**src/rtl/xdg_pkg.sv**
```systemverilog
// ----------------------------------------------------------------------------
// xdg_pkg: shared types and constants of the X-drop gapped alignment scorer
// Command codes, the classified job handed from front to back, and score widths.
// ----------------------------------------------------------------------------
package xdg_pkg;

    localparam int MAX_LEN       = 256;
    localparam int ALPHABET_SIZE = 16;
    localparam int LEN_W         = 9;
    localparam int LET_W         = 4;
    localparam int SCORE_W       = 32;
    localparam int WIDE_W        = 34;
    localparam int CFG_IDX_W     = 2;
    localparam int CFG_DATA_W    = 16;

    typedef logic signed [SCORE_W-1:0] t_score;
    typedef logic signed [WIDE_W-1:0]  t_wide;

    localparam t_score NEG_HALF = -t_score'(1073741824);

    typedef enum logic [1:0] {
        CMD_TABLE  = 2'd0,
        CMD_LOAD_A = 2'd1,
        CMD_LOAD_B = 2'd2,
        CMD_RUN    = 2'd3
    } t_cmd;

    typedef enum logic [CFG_IDX_W-1:0] {
        CFG_GAP_OPEN   = 2'd0,
        CFG_GAP_EXTEND = 2'd1,
        CFG_DROP_LIMIT = 2'd2,
        CFG_REVERSE    = 2'd3
    } t_cfg_idx;

    typedef enum logic [2:0] {
        JOB_NONE  = 3'd0,
        JOB_TABLE = 3'd1,
        JOB_A     = 3'd2,
        JOB_B     = 3'd3,
        JOB_RUN   = 3'd4
    } t_kind;

    typedef struct packed {
        t_kind                    kind;
        logic [3:0]               tab_row;
        logic [3:0]               tab_col;
        logic signed [7:0]        tab_score;
        logic [LEN_W-1:0]         pos;
        logic [LET_W-1:0]         letter;
        logic [LEN_W-1:0]         len_a;
        logic [LEN_W-1:0]         len_b;
    } t_job;

endpackage

```
**src/rtl/xdg_in_if.sv**
```systemverilog
// ----------------------------------------------------------------------------
// xdg_in_if: request channel of the X-drop scorer
// Valid/ready handshake with the command payload.
// ----------------------------------------------------------------------------
interface xdg_in_if;
    logic              valid;
    logic              ready;
    logic [1:0]        cmd;
    logic [3:0]        table_row;
    logic [3:0]        table_col;
    logic signed [7:0] table_score;
    logic [8:0]        position;
    logic [3:0]        letter;
    logic [8:0]        length_a;
    logic [8:0]        length_b;

    modport source (
        output valid, cmd, table_row, table_col, table_score, position, letter,
               length_a, length_b,
        input  ready
    );
    modport sink (
        input  valid, cmd, table_row, table_col, table_score, position, letter,
               length_a, length_b,
        output ready
    );
endinterface

```
**src/rtl/xdg_front.sv**
```systemverilog
// ----------------------------------------------------------------------------
// xdg_front: request intake and classification
// Decodes each request into a job, drops out-of-range writes, saturates run
// lengths, and holds jobs in a two-entry queue for the engine.
// ----------------------------------------------------------------------------
module xdg_front
    import xdg_pkg::*;
#(
    parameter int ALPHA_SIZE = ALPHABET_SIZE
) (
    input  logic       i_clk,
    input  logic       i_rst_n,
    xdg_in_if.sink     i_in,
    output logic       o_job_valid,
    output t_job       o_job,
    input  logic       i_job_ready
);
    t_job       r_q [2];
    logic       r_wptr, r_rptr;
    logic [1:0] r_cnt;
    logic       push, pop;
    t_job       new_job;
    logic       tab_ok;

    assign i_in.ready  = (r_cnt != 2'd2);
    assign push        = i_in.valid && i_in.ready;
    assign o_job_valid = (r_cnt != 2'd0);
    assign o_job       = r_q[r_rptr];
    assign pop         = o_job_valid && i_job_ready;

    assign tab_ok = (32'(i_in.table_row) < ALPHA_SIZE) && (32'(i_in.table_col) < ALPHA_SIZE);

    always_comb begin
        new_job           = '0;
        new_job.tab_row   = i_in.table_row;
        new_job.tab_col   = i_in.table_col;
        new_job.tab_score = i_in.table_score;
        new_job.pos       = i_in.position;
        new_job.letter    = i_in.letter;
        new_job.len_a     = (32'(i_in.length_a) > MAX_LEN) ? LEN_W'(MAX_LEN) : i_in.length_a;
        new_job.len_b     = (32'(i_in.length_b) > MAX_LEN) ? LEN_W'(MAX_LEN) : i_in.length_b;
        case (t_cmd'(i_in.cmd))
            CMD_TABLE:  new_job.kind = tab_ok ? JOB_TABLE : JOB_NONE;
            CMD_LOAD_A: new_job.kind = (32'(i_in.position) <= MAX_LEN) ? JOB_A : JOB_NONE;
            CMD_LOAD_B: new_job.kind = (32'(i_in.position) <= MAX_LEN) ? JOB_B : JOB_NONE;
            CMD_RUN:    new_job.kind = JOB_RUN;
            default:    new_job.kind = JOB_NONE;
        endcase
    end

    always_ff @(posedge i_clk) begin
        if (push) begin
            r_q[r_wptr] <= new_job;
        end
        if (!i_rst_n) begin
            r_wptr <= 1'b0;
            r_rptr <= 1'b0;
            r_cnt  <= 2'd0;
        end else begin
            if (push) begin
                r_wptr <= ~r_wptr;
            end
            if (pop) begin
                r_rptr <= ~r_rptr;
            end
            r_cnt <= r_cnt + 2'(push) - 2'(pop);
        end
    end
endmodule

```
**src/flat_wrapper.sv**
```systemverilog
// flat-port wrapper written by rule: the top's interface ports become plain ports
module xdg_front_flat import xdg_pkg::*;
#(
    parameter int ALPHA_SIZE = ALPHABET_SIZE
)
  (i_clk, i_rst_n, o_job_valid, o_job, i_job_ready, i_in_valid, i_in_cmd, i_in_table_row, i_in_table_col, i_in_table_score, i_in_position, i_in_letter, i_in_length_a, i_in_length_b, i_in_ready);
  xdg_in_if i_in_i ();
  input  logic i_clk;
  input  logic i_rst_n;
  output logic o_job_valid;
  output t_job o_job;
  input  logic i_job_ready;
  input wire logic [$bits(i_in_i.valid)-1:0] i_in_valid;
  input wire logic [$bits(i_in_i.cmd)-1:0] i_in_cmd;
  input wire logic [$bits(i_in_i.table_row)-1:0] i_in_table_row;
  input wire logic [$bits(i_in_i.table_col)-1:0] i_in_table_col;
  input wire logic [$bits(i_in_i.table_score)-1:0] i_in_table_score;
  input wire logic [$bits(i_in_i.position)-1:0] i_in_position;
  input wire logic [$bits(i_in_i.letter)-1:0] i_in_letter;
  input wire logic [$bits(i_in_i.length_a)-1:0] i_in_length_a;
  input wire logic [$bits(i_in_i.length_b)-1:0] i_in_length_b;
  output wire logic [$bits(i_in_i.ready)-1:0] i_in_ready;
  assign i_in_i.valid = i_in_valid;
  assign i_in_i.cmd = i_in_cmd;
  assign i_in_i.table_row = i_in_table_row;
  assign i_in_i.table_col = i_in_table_col;
  assign i_in_i.table_score = i_in_table_score;
  assign i_in_i.position = i_in_position;
  assign i_in_i.letter = i_in_letter;
  assign i_in_i.length_a = i_in_length_a;
  assign i_in_i.length_b = i_in_length_b;
  assign i_in_ready = i_in_i.ready;
  xdg_front #(.ALPHA_SIZE(ALPHA_SIZE)) u_core (.i_clk(i_clk), .i_rst_n(i_rst_n), .i_in(i_in_i), .o_job_valid(o_job_valid), .o_job(o_job), .i_job_ready(i_job_ready));
endmodule
```
**config.mk**
```make
export PLATFORM = sky130hd
export DESIGN_NAME = xdg_front_flat
export DESIGN_NICKNAME = d
export VERILOG_FILES = /design/src/rtl/xdg_pkg.sv /design/src/rtl/xdg_in_if.sv /design/src/rtl/xdg_front.sv /design/src/flat_wrapper.sv
export SDC_FILE = /design/constraint.sdc
export NUM_CORES = 1
export LEC_CHECK = 0
export ABC_AREA = 0
export ABC_CLOCK_PERIOD_IN_PS = 1900
export BUFFER_PORTS_ARGS = -buffer_cell sky130_fd_sc_hd__buf_2
export CAP_MARGIN = 20
export CORE_UTILIZATION = 35
export CTS_CLUSTER_DIAMETER = 50
export DETAILED_ROUTE_END_ITERATION = 8
export SYNTH_ARGS = -nofsm -noshare
export SYNTH_HDL_FRONTEND = slang
export SYNTH_SLANG_ARGS = --single-unit
```
**constraint.sdc**
```tcl
create_clock -name i_clk -period 1.9 [get_ports i_clk]
set_input_delay 0.095 -clock i_clk [delete_from_list [all_inputs] [get_ports i_clk]]
set_output_delay 0.095 -clock i_clk [all_outputs]
set_load 0.1 [all_outputs]
```
==> impl_metrics.env <==
export IMPL_nets=402
export IMPL_h_tree_depth=3
export IMPL_core_area_um2=11610
export IMPL_drv_slew=0
export IMPL_synth_seq_area_share_pct=73.26
export IMPL_place_gp_congestion=0.6642
export IMPL_synth_nets=261
export IMPL_detail_route_antenna_nets=0
export IMPL_synth_area_um2=4235
export IMPL_port_buffer_count=104
export IMPL_hold_class="in2reg"
export IMPL_die_x_um=112.0
export IMPL_skew_ns=0.002242
export IMPL_drive_gt1_share_pct=52.00
export IMPL_drt_wl_total_um=7202
export IMPL_worstSetupEndpointType="output pin"
export IMPL_clk_path_buf_depth=2
export IMPL_critical_path_class="reg2out"
export IMPL_clkTransAtPathRegs_ns=0.06
export IMPL_grt_pass1_vias=2312
export IMPL_yosysUniqueCellTypes=22
export IMPL_dpl_cell_count=450
export IMPL_layout_area_seq_um2=3109
export IMPL_synth_warnings=0
export IMPL_via_per_inst=4.503
export IMPL_synth_enable_flop_cells=100
export IMPL_tritoncts="yes"
export IMPL_drt_iter0_drc=66
export IMPL_setup_violations=0
export IMPL_slowest_stage="buf_2"
export IMPL_antenna_found_initial=0
export IMPL_drc=5
export IMPL_cpLargestDelayFamily="buffers and inverters"
export IMPL_cap_violations=0
export IMPL_dpl_hpwl_um=4578
export IMPL_synthArstFlopShare_pct=0
export IMPL_multi_input_area_um2=1055
export IMPL_grt_util_all_layers_pct=12.11
export IMPL_clk_latency_ns=0.33
export IMPL_post_place_ws_ns=0.3481
export IMPL_vias=2220
export IMPL_cp_cell_sequence="buf_12, mux2_4, buf_2"
export IMPL_grt_max_degree=51
export IMPL_post_cts_buffers=0
export IMPL_cts_sink_count=105
export IMPL_tightest_slew_ns=0.5006
export IMPL_ctsHoldBuffers=29
export IMPL_syn_avg_cell_area_um2=20.56
export IMPL_arrival_ns=1.70
export IMPL_rows=39
export IMPL_final_core_util_pct=47.63
export IMPL_overflow=0
export IMPL_ys_flop_type="edfxtp_1"
export IMPL_start_util_pct=36.47
export IMPL_hold_slack_ns=0.02437
export IMPL_worst_endpoint_required_ns=1.80
export IMPL_wl_per_cell_um=14.61
export IMPL_io_pins=105
export IMPL_rsz0062_at_grt="no"
export IMPL_cp_max_fo=50
export IMPL_setup_slack_ns=0.1031
export IMPL_cts_buffers=9
export IMPL_timing_final_crit_period_ns=1.797
export IMPL_grt_first_pass_wirelength_um=11360
export IMPL_synthCells=206
export IMPL_die_h_um=112.0
export IMPL_ys_ff_latch=105
export IMPL_cts_root_buf="clkbuf_16"
export IMPL_max_freq_mhz=556.5
export IMPL_n_fill_cell=1029
export IMPL_area_growth_pct=30.61
export IMPL_violations="design-rule violations"
export IMPL_start_kind="flop"
export IMPL_status="finished with violations"
export IMPL_dieArea_um2=12550
export IMPL_timing_final_crit_share_pct=94.57
export IMPL_maxSlewHeadroom_pct=66.86
export IMPL_cp_slowest_stage_delay_ns=0.42
export IMPL_hold_violations=0
export IMPL_antenna_cells=0
export IMPL_worst_path_buf_inv=2
export IMPL_layout_cells_non_filler=493
export IMPL_cts_resized=0
export IMPL_dr_pass1_iters=6
==> metal layers <==
layer  GRT usage, %  vias to the layer above  wire length, µm
met5              0                        -                0
met3          2.504                       11              335
met4          6.400                        0              132
met2          20.66                       74             3642
li1               -                     1066                -
met1          14.43                     1069             3091
==> synth_stat cells (2+ instances only) <==
cell type	n	area, µm²
edfxtp_1	100	3003
mux2_4	50	750.7
nor2b_1	18	112.6
buf_6	6	67.56
dfxtp_1	5	100.1
and2_1	4	25.02
inv_1	3	11.26
xnor2_1	3	26.28
clkbuf_1	2	7.510
ha_1	2	25.02
nor4_2	2	25.02
==> flip-flops by register name (all words and copies together) (netlist names), named ones only <==
signal	cells
u_core.r_q	100
u_core.r_rptr	1
u_core.r_wptr	1
u_core.r_cnt	2
==> layout by cell type (no fill, tap or decap), types with 2 or more instances in the layout <==
cell           synthesis  layout
buf_2                  0     104
edfxtp_1             100     100
mux2_4                50      50
dlygate4sd3_1          0      29
nor2b_1               18      18
clkbuf_16              0       9
and2_1                 4       4
xnor2_1                3       3
buf_4                  0       3
inv_1                  3       2
nor4_2                 2       2
clkinvlp_4             0       2
ha_1                   2       2
clkbuf_1               2       2
bufinv_16              0       2
buf_12                 0       2
dfxtp_2                0       2
dfxtp_1                5       2
==> worst paths after layout <==
kind | slack (ns) | cells past startpoint | to | start
hold / removal | 0.02 | 2 | u_core.r_cnt[0]$_SDFF_PN0_ | i_rst_n
setup reg to reg | 0.32 | 7 | u_core.r_cnt[1]$_SDFF_PN0_ | u_core.r_cnt[1]$_SDFF_PN0_
setup / recovery | 0.10 | 3 | o_job[22] | flop
hold reg to reg | 0.55 | 2 | u_core.r_rptr$_SDFFE_PN0P_ | u_core.r_rptr$_SDFFE_PN0P_
==> layout make-up <==
| type | instances | area share (%) |
|---|---|---|
| inverter | 3 | 0.2714 |
| clock buffer | 11 | 4.207 |
| timing repair buffer | 138 | 15.79 |
| multi-input combinational | 90 | 19.07 |
| tap | 143 | 3.235 |
| sequential | 105 | 56.21 |
| clock inverter | 3 | 1.221 |
==> cell families after synthesis <==
logic type	after synthesis	synth area share, %
DFF	105	73.26
muxes	50	17.73
and+or+nand+nor	30	4.638
buffers and inverters	11	2.038
AOI/OAI and AO/OA	5	1.123
xor gates and xnor gates	3	0.6205
adders and majority gates	2	0.5907
==> metrics by stage <==
stage	TNS [ns]	area [µm²]
finish	0	5532
global route	0	5532
CTS	0	5532
detailed placement	0	4941
global placement	0	4941
floorplan	-3.835	4250
Power is not shown: default switching activity piles up to over one toggle a cycle in this logic, so the estimate is an artifact.
